### src/design/tssa_pkg.sv
// shared types and codes for the two-stack shared-array unit
package tssa_pkg;

  localparam int WORD_W = 32;

  typedef enum logic [1:0] {
    OP_PUSH = 2'd0,
    OP_POP  = 2'd1,
    OP_PEEK = 2'd2,
    OP_DUMP = 2'd3
  } op_t;

  typedef enum logic [1:0] {
    STAT_OK    = 2'd0,
    STAT_OVF   = 2'd1,
    STAT_EMPTY = 2'd2,
    STAT_RSVD  = 2'd3
  } stat_t;

  typedef struct packed {
    op_t                      op;
    logic                     sel;
    logic signed [WORD_W-1:0] value;
  } cmd_t;

  typedef struct packed {
    stat_t                    status;
    logic signed [WORD_W-1:0] data;
    logic                     last;
  } res_t;

endpackage

### src/design/tssa_front.sv
// front end: decodes incoming requests into commands and queues them
module tssa_front import tssa_pkg::*; (
  input  logic              clk,
  input  logic              rst,
  input  logic              in_push,
  output logic              in_full,
  input  logic [1:0]        in_mode,
  input  logic              in_sel,
  input  logic signed [WORD_W-1:0] in_value,
  output logic              cmd_vld,
  output cmd_t              cmd,
  input  logic              cmd_take
);

  cmd_t       q [2];
  logic [1:0] cnt;
  logic [1:0] cnt_next;
  logic       wp;
  logic       rp;
  logic       wr;
  logic       rd;
  cmd_t       dec;

  // classify the request
  always_comb begin
    dec.sel   = in_sel;
    dec.value = in_value;
    case (in_mode)
      OP_PUSH: dec.op = OP_PUSH;
      OP_POP:  dec.op = OP_POP;
      OP_PEEK: dec.op = OP_PEEK;
      default: dec.op = OP_DUMP;
    endcase
  end

  assign in_full  = cnt[1];
  assign cmd_vld  = (cnt != 2'd0);
  assign cmd      = q[rp];
  assign wr       = in_push && !in_full;
  assign rd       = cmd_take && cmd_vld;
  assign cnt_next = cnt + {1'b0, wr} - {1'b0, rd};

  always_ff @(posedge clk) begin
    if (rst) begin
      cnt <= 2'd0;
      wp  <= 1'b0;
      rp  <= 1'b0;
    end else begin
      cnt <= cnt_next;
      if (wr) begin
        wp <= ~wp;
      end
      if (rd) begin
        rp <= ~rp;
      end
    end
  end

  always_ff @(posedge clk) begin
    if (wr) begin
      q[wp] <= dec;
    end
  end

endmodule

### src/design/tssa_back.sv
// back end: stack counters, shared word store and the result sequencer
module tssa_back import tssa_pkg::*; #(
  parameter int DEPTH = 32
) (
  input  logic clk,
  input  logic rst,
  input  logic cmd_vld,
  input  cmd_t cmd,
  output logic cmd_take,
  input  logic res_rdy,
  output logic res_vld,
  output res_t res
);

  localparam int CNT_W = $clog2(DEPTH + 1);
  localparam int IDX_W = (DEPTH > 1) ? $clog2(DEPTH) : 1;

  typedef enum logic [1:0] {
    S_IDLE = 2'b01,
    S_EMIT = 2'b10
  } state_t;

  state_t                   state;
  state_t                   state_next;
  logic [CNT_W-1:0]         low_cnt;
  logic [CNT_W-1:0]         low_cnt_next;
  logic [CNT_W-1:0]         high_cnt;
  logic [CNT_W-1:0]         high_cnt_next;
  logic [CNT_W-1:0]         rem;
  logic [CNT_W-1:0]         rem_next;
  logic [IDX_W-1:0]         rd_addr;
  logic [IDX_W-1:0]         rd_addr_next;
  op_t                      cur_op;
  op_t                      cur_op_next;
  logic                     cur_sel;
  logic                     cur_sel_next;
  logic signed [WORD_W-1:0] mem [DEPTH];
  logic signed [WORD_W-1:0] rdata;
  logic                     we;
  logic [IDX_W-1:0]         wa;
  logic [CNT_W:0]           used;
  logic                     store_full;
  logic [CNT_W-1:0]         sel_cnt;
  logic [CNT_W-1:0]         top_idx;

  assign used       = {1'b0, low_cnt} + {1'b0, high_cnt};
  assign store_full = (used >= (CNT_W + 1)'(DEPTH));
  assign sel_cnt    = cmd.sel ? high_cnt : low_cnt;
  assign top_idx    = cmd.sel ? (CNT_W'(DEPTH) - high_cnt) : (low_cnt - CNT_W'(1));

  always_comb begin
    state_next    = state;
    low_cnt_next  = low_cnt;
    high_cnt_next = high_cnt;
    rem_next      = rem;
    rd_addr_next  = rd_addr;
    cur_op_next   = cur_op;
    cur_sel_next  = cur_sel;
    cmd_take      = 1'b0;
    res_vld       = 1'b0;
    res.status    = STAT_OK;
    res.data      = '0;
    res.last      = 1'b1;
    we            = 1'b0;
    wa            = low_cnt[IDX_W-1:0];
    case (state)
      S_IDLE: begin
        if (cmd_vld && res_rdy) begin
          cmd_take = 1'b1;
          if (cmd.op == OP_PUSH) begin
            res_vld = 1'b1;
            if (store_full) begin
              res.status = STAT_OVF;
            end else begin
              we = 1'b1;
              if (cmd.sel) begin
                wa            = IDX_W'(CNT_W'(DEPTH) - high_cnt - CNT_W'(1));
                high_cnt_next = high_cnt + CNT_W'(1);
              end else begin
                low_cnt_next  = low_cnt + CNT_W'(1);
              end
            end
          end else if (sel_cnt == '0) begin
            res_vld    = 1'b1;
            res.status = STAT_EMPTY;
          end else begin
            // fetch the top word into the read register, emit it from S_EMIT
            rd_addr_next = top_idx[IDX_W-1:0];
            rem_next     = (cmd.op == OP_DUMP) ? sel_cnt : CNT_W'(1);
            cur_op_next  = cmd.op;
            cur_sel_next = cmd.sel;
            state_next   = S_EMIT;
          end
        end
      end
      S_EMIT: begin
        if (res_rdy) begin
          res_vld  = 1'b1;
          res.data = rdata;
          res.last = (rem == CNT_W'(1));
          if (cur_op == OP_POP) begin
            if (cur_sel) begin
              high_cnt_next = high_cnt - CNT_W'(1);
            end else begin
              low_cnt_next  = low_cnt - CNT_W'(1);
            end
          end
          if (rem == CNT_W'(1)) begin
            state_next = S_IDLE;
          end else begin
            // dump walks from top toward the stack's own end
            rem_next     = rem - CNT_W'(1);
            rd_addr_next = cur_sel ? (rd_addr + IDX_W'(1)) : (rd_addr - IDX_W'(1));
          end
        end
      end
      default: begin
        state_next = S_IDLE;
      end
    endcase
  end

  always_ff @(posedge clk) begin
    if (rst) begin
      state    <= S_IDLE;
      low_cnt  <= '0;
      high_cnt <= '0;
    end else begin
      state    <= state_next;
      low_cnt  <= low_cnt_next;
      high_cnt <= high_cnt_next;
    end
  end

  always_ff @(posedge clk) begin
    rem     <= rem_next;
    rd_addr <= rd_addr_next;
    cur_op  <= cur_op_next;
    cur_sel <= cur_sel_next;
  end

  always_ff @(posedge clk) begin
    if (we) begin
      mem[wa] <= cmd.value;
    end
    rdata <= mem[rd_addr_next];
  end

endmodule

### src/design/tssa_res_q.sv
// two-entry result queue in front of the result ports
module tssa_res_q import tssa_pkg::*; (
  input  logic clk,
  input  logic rst,
  input  logic res_vld,
  input  res_t res,
  output logic res_rdy,
  output logic out_empty,
  input  logic out_pop,
  output res_t out_res
);

  res_t       q [2];
  logic [1:0] cnt;
  logic [1:0] cnt_next;
  logic       wp;
  logic       rp;
  logic       wr;
  logic       rd;

  assign res_rdy   = !cnt[1];
  assign out_empty = (cnt == 2'd0);
  assign out_res   = q[rp];
  assign wr        = res_vld && res_rdy;
  assign rd        = out_pop && !out_empty;
  assign cnt_next  = cnt + {1'b0, wr} - {1'b0, rd};

  always_ff @(posedge clk) begin
    if (rst) begin
      cnt <= 2'd0;
      wp  <= 1'b0;
      rp  <= 1'b0;
    end else begin
      cnt <= cnt_next;
      if (wr) begin
        wp <= ~wp;
      end
      if (rd) begin
        rp <= ~rp;
      end
    end
  end

  always_ff @(posedge clk) begin
    if (wr) begin
      q[wp] <= res;
    end
  end

endmodule

### src/design/two_stacks_shared_array_unit.sv
// top level: two stacks sharing one word store, queue-style ports
// path: pushes and empty reports pass through the front queue and the result queue;
//   pop, peek and dumped words also pass through the registered read of the store
// throughput: one push per cycle while the result queue has room; a pop, peek or dump
//   holds off the next request until its last word is out, set by the single read port behind a registered read
// reset: synchronous, clears both stack counts and all queues; the store is not cleared
module two_stacks_shared_array_unit import tssa_pkg::*; #(
  parameter int DEPTH = 32
) (
  input  logic              clk,
  input  logic              rst,
  // request side
  input  logic              push,
  output logic              full,
  input  logic [1:0]        mode,
  input  logic              stack_sel,
  input  logic signed [31:0] push_value,
  // result side
  output logic              empty,
  input  logic              pop,
  output logic [1:0]        status,
  output logic signed [31:0] data_word,
  output logic              last
);

  // decoded commands between front and back
  logic cmd_vld;
  cmd_t cmd;
  logic cmd_take;

  // results from the back end into the output queue
  logic res_vld;
  logic res_rdy;
  res_t res;
  res_t out_res;

  // front: decode and buffer requests so the back can stall on its own
  tssa_front u_front (
    .clk      (clk),
    .rst      (rst),
    .in_push  (push),
    .in_full  (full),
    .in_mode  (mode),
    .in_sel   (stack_sel),
    .in_value (push_value),
    .cmd_vld  (cmd_vld),
    .cmd      (cmd),
    .cmd_take (cmd_take)
  );

  // back: counters, store, and the dump walker
  tssa_back #(
    .DEPTH (DEPTH)
  ) u_back (
    .clk      (clk),
    .rst      (rst),
    .cmd_vld  (cmd_vld),
    .cmd      (cmd),
    .cmd_take (cmd_take),
    .res_rdy  (res_rdy),
    .res_vld  (res_vld),
    .res      (res)
  );

  // output queue decouples the back end from the consumer
  tssa_res_q u_res_q (
    .clk       (clk),
    .rst       (rst),
    .res_vld   (res_vld),
    .res       (res),
    .res_rdy   (res_rdy),
    .out_empty (empty),
    .out_pop   (pop),
    .out_res   (out_res)
  );

  assign status    = out_res.status;
  assign data_word = out_res.data;
  assign last      = out_res.last;

endmodule

### config.mk
export PLATFORM = sky130hd
export DESIGN_NAME = two_stacks_shared_array_unit
export DESIGN_NICKNAME = d
export VERILOG_FILES = /design/src/design/tssa_pkg.sv /design/src/design/tssa_front.sv /design/src/design/tssa_back.sv /design/src/design/tssa_res_q.sv /design/src/design/two_stacks_shared_array_unit.sv
export SDC_FILE = /design/constraint.sdc
export NUM_CORES = 2
export LEC_CHECK = 0
export ABC_AREA = 1
export BUFFER_PORTS_ARGS = -buffer_cell sky130_fd_sc_hd__buf_2
export CORE_ASPECT_RATIO = 1.2
export CORE_UTILIZATION = 35
export DETAILED_ROUTE_END_ITERATION = 12
export GPL_ROUTABILITY_DRIVEN = 1
export GPL_TIMING_DRIVEN = 0
export RECOVER_POWER = 50
export SYNTH_ARGS = -nofsm -noshare
export SYNTH_HDL_FRONTEND = slang
export SYNTH_SLANG_ARGS = --single-unit
### constraint.sdc
create_clock -name clk -period 8.4 [get_ports clk]
set_clock_uncertainty 0.05 [all_clocks]
set_input_delay 0 -clock clk [delete_from_list [all_inputs] [get_ports clk]]
set_output_delay 0 -clock clk [all_outputs]
set_load 0.1 [all_outputs]
==> run metrics <==
vias in the first global route 36,800; DRC Markers 0; max-cap viol count 28; Synth Register Bits 1,234; status complete, but fails checks; syn nets 5,005; Worst setup SP type register; Mean Syn Cell Area 11.0 sq um; final setup TNS 0 ps; Top FF cell, synth edfxtp_1; Fmax achieved 0.163 GHz; post-synth cell types 45; Post-Synth XOR/XNOR Area 0.356%; hold wc startpoint pop; Routed Wire Length 170,000 um; Syn-to-layout area delta 16.7%; failing checks capacitance limit, slew limit; part of the Yosys area used for sequential elements 67.3%; RSZ-0062 raised after global routing no; critical path class register to register; post-CTS setup buffers 0; Post-synth EDFFs 1,173; Root Driver clkbuf_16; WP data required 9040 ps; max_slew headroom -60.5%; Hold Path Depth 5; Worst Tran Pin Value 2410 ps; ratio of cells with drive above 1 in the final layout 10.2%; initial antenna violation count 11; post-DR vias/cell 5.16; via count 38,000; Simple-Gate Fraction of Synth Area 21.8%; total die area 156,000 sq um; clock sink count 1,234; IO Pins 76; mux contribution to synthesized area 0.727%; crit path time final 6120 ps; dpl hpwl 118,000 um; Post-Syn Area 54,200 sq um; maximum fanout along the worst path 10; Setup crit end kind register; fillcell total 14,300; placed standard-cell area 58,500 sq um; R2R Setup Slk 2280 ps; Post-Synth Adder-Cell Area 0.665%; H-tree Lvls 4; main combinational cell family by area after synthesis simple AND/OR/NAND/NOR gates; # rows 157; fin crit share 72.8%; WHS Endpoint u_res_q.rp; worst skew pair latency 790 ps; pin count of the biggest net entering global routing 33; yosys warns 0; die height 433 um; Max Slew Vio Count 705; port bufs 73; most frequent cells in the layout edfxtp_1 (1,173), nand3_1 (1,109), nand2_1 (877); most common cell after layout, fill and taps aside edfxtp_1; post-CTS sizing 0; Multi-input gate area 13,600 sq um; 1st-pass router iterations 6; Register Area 36,400 sq um; Avg WL per Cell 23.1 um; Compound-Gate Fraction of Synth Area 1.08%; RD Place Congestion 0.960; Post-Synthesis Cells 4,939; Final Setup Violations 0; DRT antenna net count 0; initial core utilization 35.4%; Clock Pin Slew Worst Setup and Hold Paths 60 ps; final hold violations 0; Worst Hold Class input pin to register; nets 5,340; total track usage 21.6%; post-route cell area 63,200 sq um; reg2reg end u_back.rdata[17]; first-pass GRT wire length 245,000 um; CTS tree built; Critical Path AT 6760 ps; Synth async-reset ratio 0%; worst r2r path cells 21; CTS Buf Count 134; die width 361 um; grt ovf 0; DR iter-0 viols 4,224; Clock Path Buffers 3; core footprint 153,000 sq um
-- logic make-up (layout without fill, tap and decap cells) --
kind of cell             Yosys count  after routing
other                              0              5
adder cells (fa/ha/maj)           27             27
AO/OA/AOI/OAI                    105            105
multiplexers                      35             35
AND/OR/NAND/NOR                 2433           2433
XOR/XNOR                          22             22
buffers and inverters           1083           1524
flip-flops                      1234           1234
-- per-layer routing --
metal	vias to the layer above	wire length, um	global-route usage, %
met2	1687	81300	36.1
met1	18500	65600	26.5
li1	17400	-	-
met5	-	20	0
met3	362	13600	3.80
met4	2	9540	11.9
-- Yosys cell counts, types with 2 or more instances --
cell | instances | share of area, %
nand4_1 | 5 | 0.058
a2111oi_0 | 2 | 0.032
dfxtp_1 | 61 | 2.3
o21ai_0 | 42 | 0.39
nand3_2 | 2 | 0.037
inv_2 | 3 | 0.021
nand2_2 | 3 | 0.035
buf_6 | 3 | 0.062
clkbuf_1 | 88 | 0.61
mux2_2 | 35 | 0.73
nand2_1 | 877 | 6.1
nand2_4 | 3 | 0.062
a21oi_2 | 2 | 0.032
o21ai_2 | 2 | 0.032
xnor2_1 | 7 | 0.11
a22o_1 | 2 | 0.032
o21ai_1 | 3 | 0.028
buf_4 | 24 | 0.33
fa_1 | 3 | 0.11
or2_1 | 2 | 0.023
nor2_1 | 102 | 0.71
a21oi_1 | 42 | 0.39
nand3_1 | 1107 | 10
buf_1 | 7 | 0.049
xor2_1 | 15 | 0.24
nand3b_1 | 320 | 4.4
o211ai_1 | 3 | 0.042
nor3_1 | 9 | 0.083
buf_2 | 177 | 1.6
inv_1 | 778 | 5.4
ha_1 | 24 | 0.55
edfxtp_1 | 1173 | 65
-- worst max-delay path, cell delays in order (launching register included) --
cell      delay, ps
dfxtp_1         300
clkbuf_1        960
inv_4           330
nand2_1         260
nand2_1         230
nand2_1         120
nand2_1         100
nor2_1          110
nand3_1         170
nand3_1         250
inv_2           110
o211ai_1        130
o211ai_1        120
nand2_1          80
o21ai_0         510
inv_1           280
buf_2           370
buf_2           310
nand3_1         420
nand2_1         360
nand2_1         200
nand2_1         190
-- stage by stage --
stage	util, %	std cells	hold slack (ps)	setup slack (ps)
floorplan	-	4939	19.1	3850
global placement	37.3	6999	140	1980
detailed placement	38.3	7050	142	3470
CTS	41.6	7367	51.3	3410
global route	41.3	7367	118	2200
finish	41.3	7372	80.7	2280
-- flip-flops by register name (all words and copies together) (netlist names), named ones only --
signal,cells
u_back.rem,6
u_front.cnt,2
u_res_q.rp,1
u_back.rd_addr,5
u_front.rp,1
u_front.q,70
u_res_q.wp,1
u_back.state,2
u_front.wp,1
u_res_q.cnt,2
u_back.high_cnt,6
u_back.mem,1024
u_back.rdata,32
u_res_q.q,70
u_back.cur_sel,1
u_back.cur_op,2
u_back.low_cnt,6
-- cell type report --
class / count / area share, %
clock buffer: 173 / 5.65
clock inverter: 69 / 1.28
buffer: 300 / 2.30
multi-input combinational: 2622 / 21.4
tap: 1987 / 3.93
antenna: 5 / 0.0198
inverter: 783 / 4.65
timing repair buffer: 199 / 3.08
sequential: 1234 / 57.6
-- repair_timing --
| item | 4_1_cts | 5_1_grt |
|---|---|---|
| hold buffers | 75 | 0 |
| endpoints found under the setup margin | 0 | 0 |
| endpoints found under the hold margin | 138 | 0 |
-- worst max-delay path by stage --
| stage | start | end | slack (ps) | cells past startpoint |
|---|---|---|---|---|
| after floorplan | u_front.cnt[1] | u_back.mem[16][0] | 3850 | 13 |
| after global placement | register | u_back.mem[16][15] | 1980 | 12 |
| after detailed placement | register | u_back.mem[3][18] | 3470 | 15 |
| after CTS | register | u_back.mem[3][27] | 3410 | 15 |
| after global routing | register | u_back.mem[3][23] | 2200 | 15 |
| final | register | u_back.rdata[17] | 2280 | 21 |
Power is left out: the tool's default activity adds up to more than one toggle a clock period on the data nets, which glitch-free logic cannot reach.
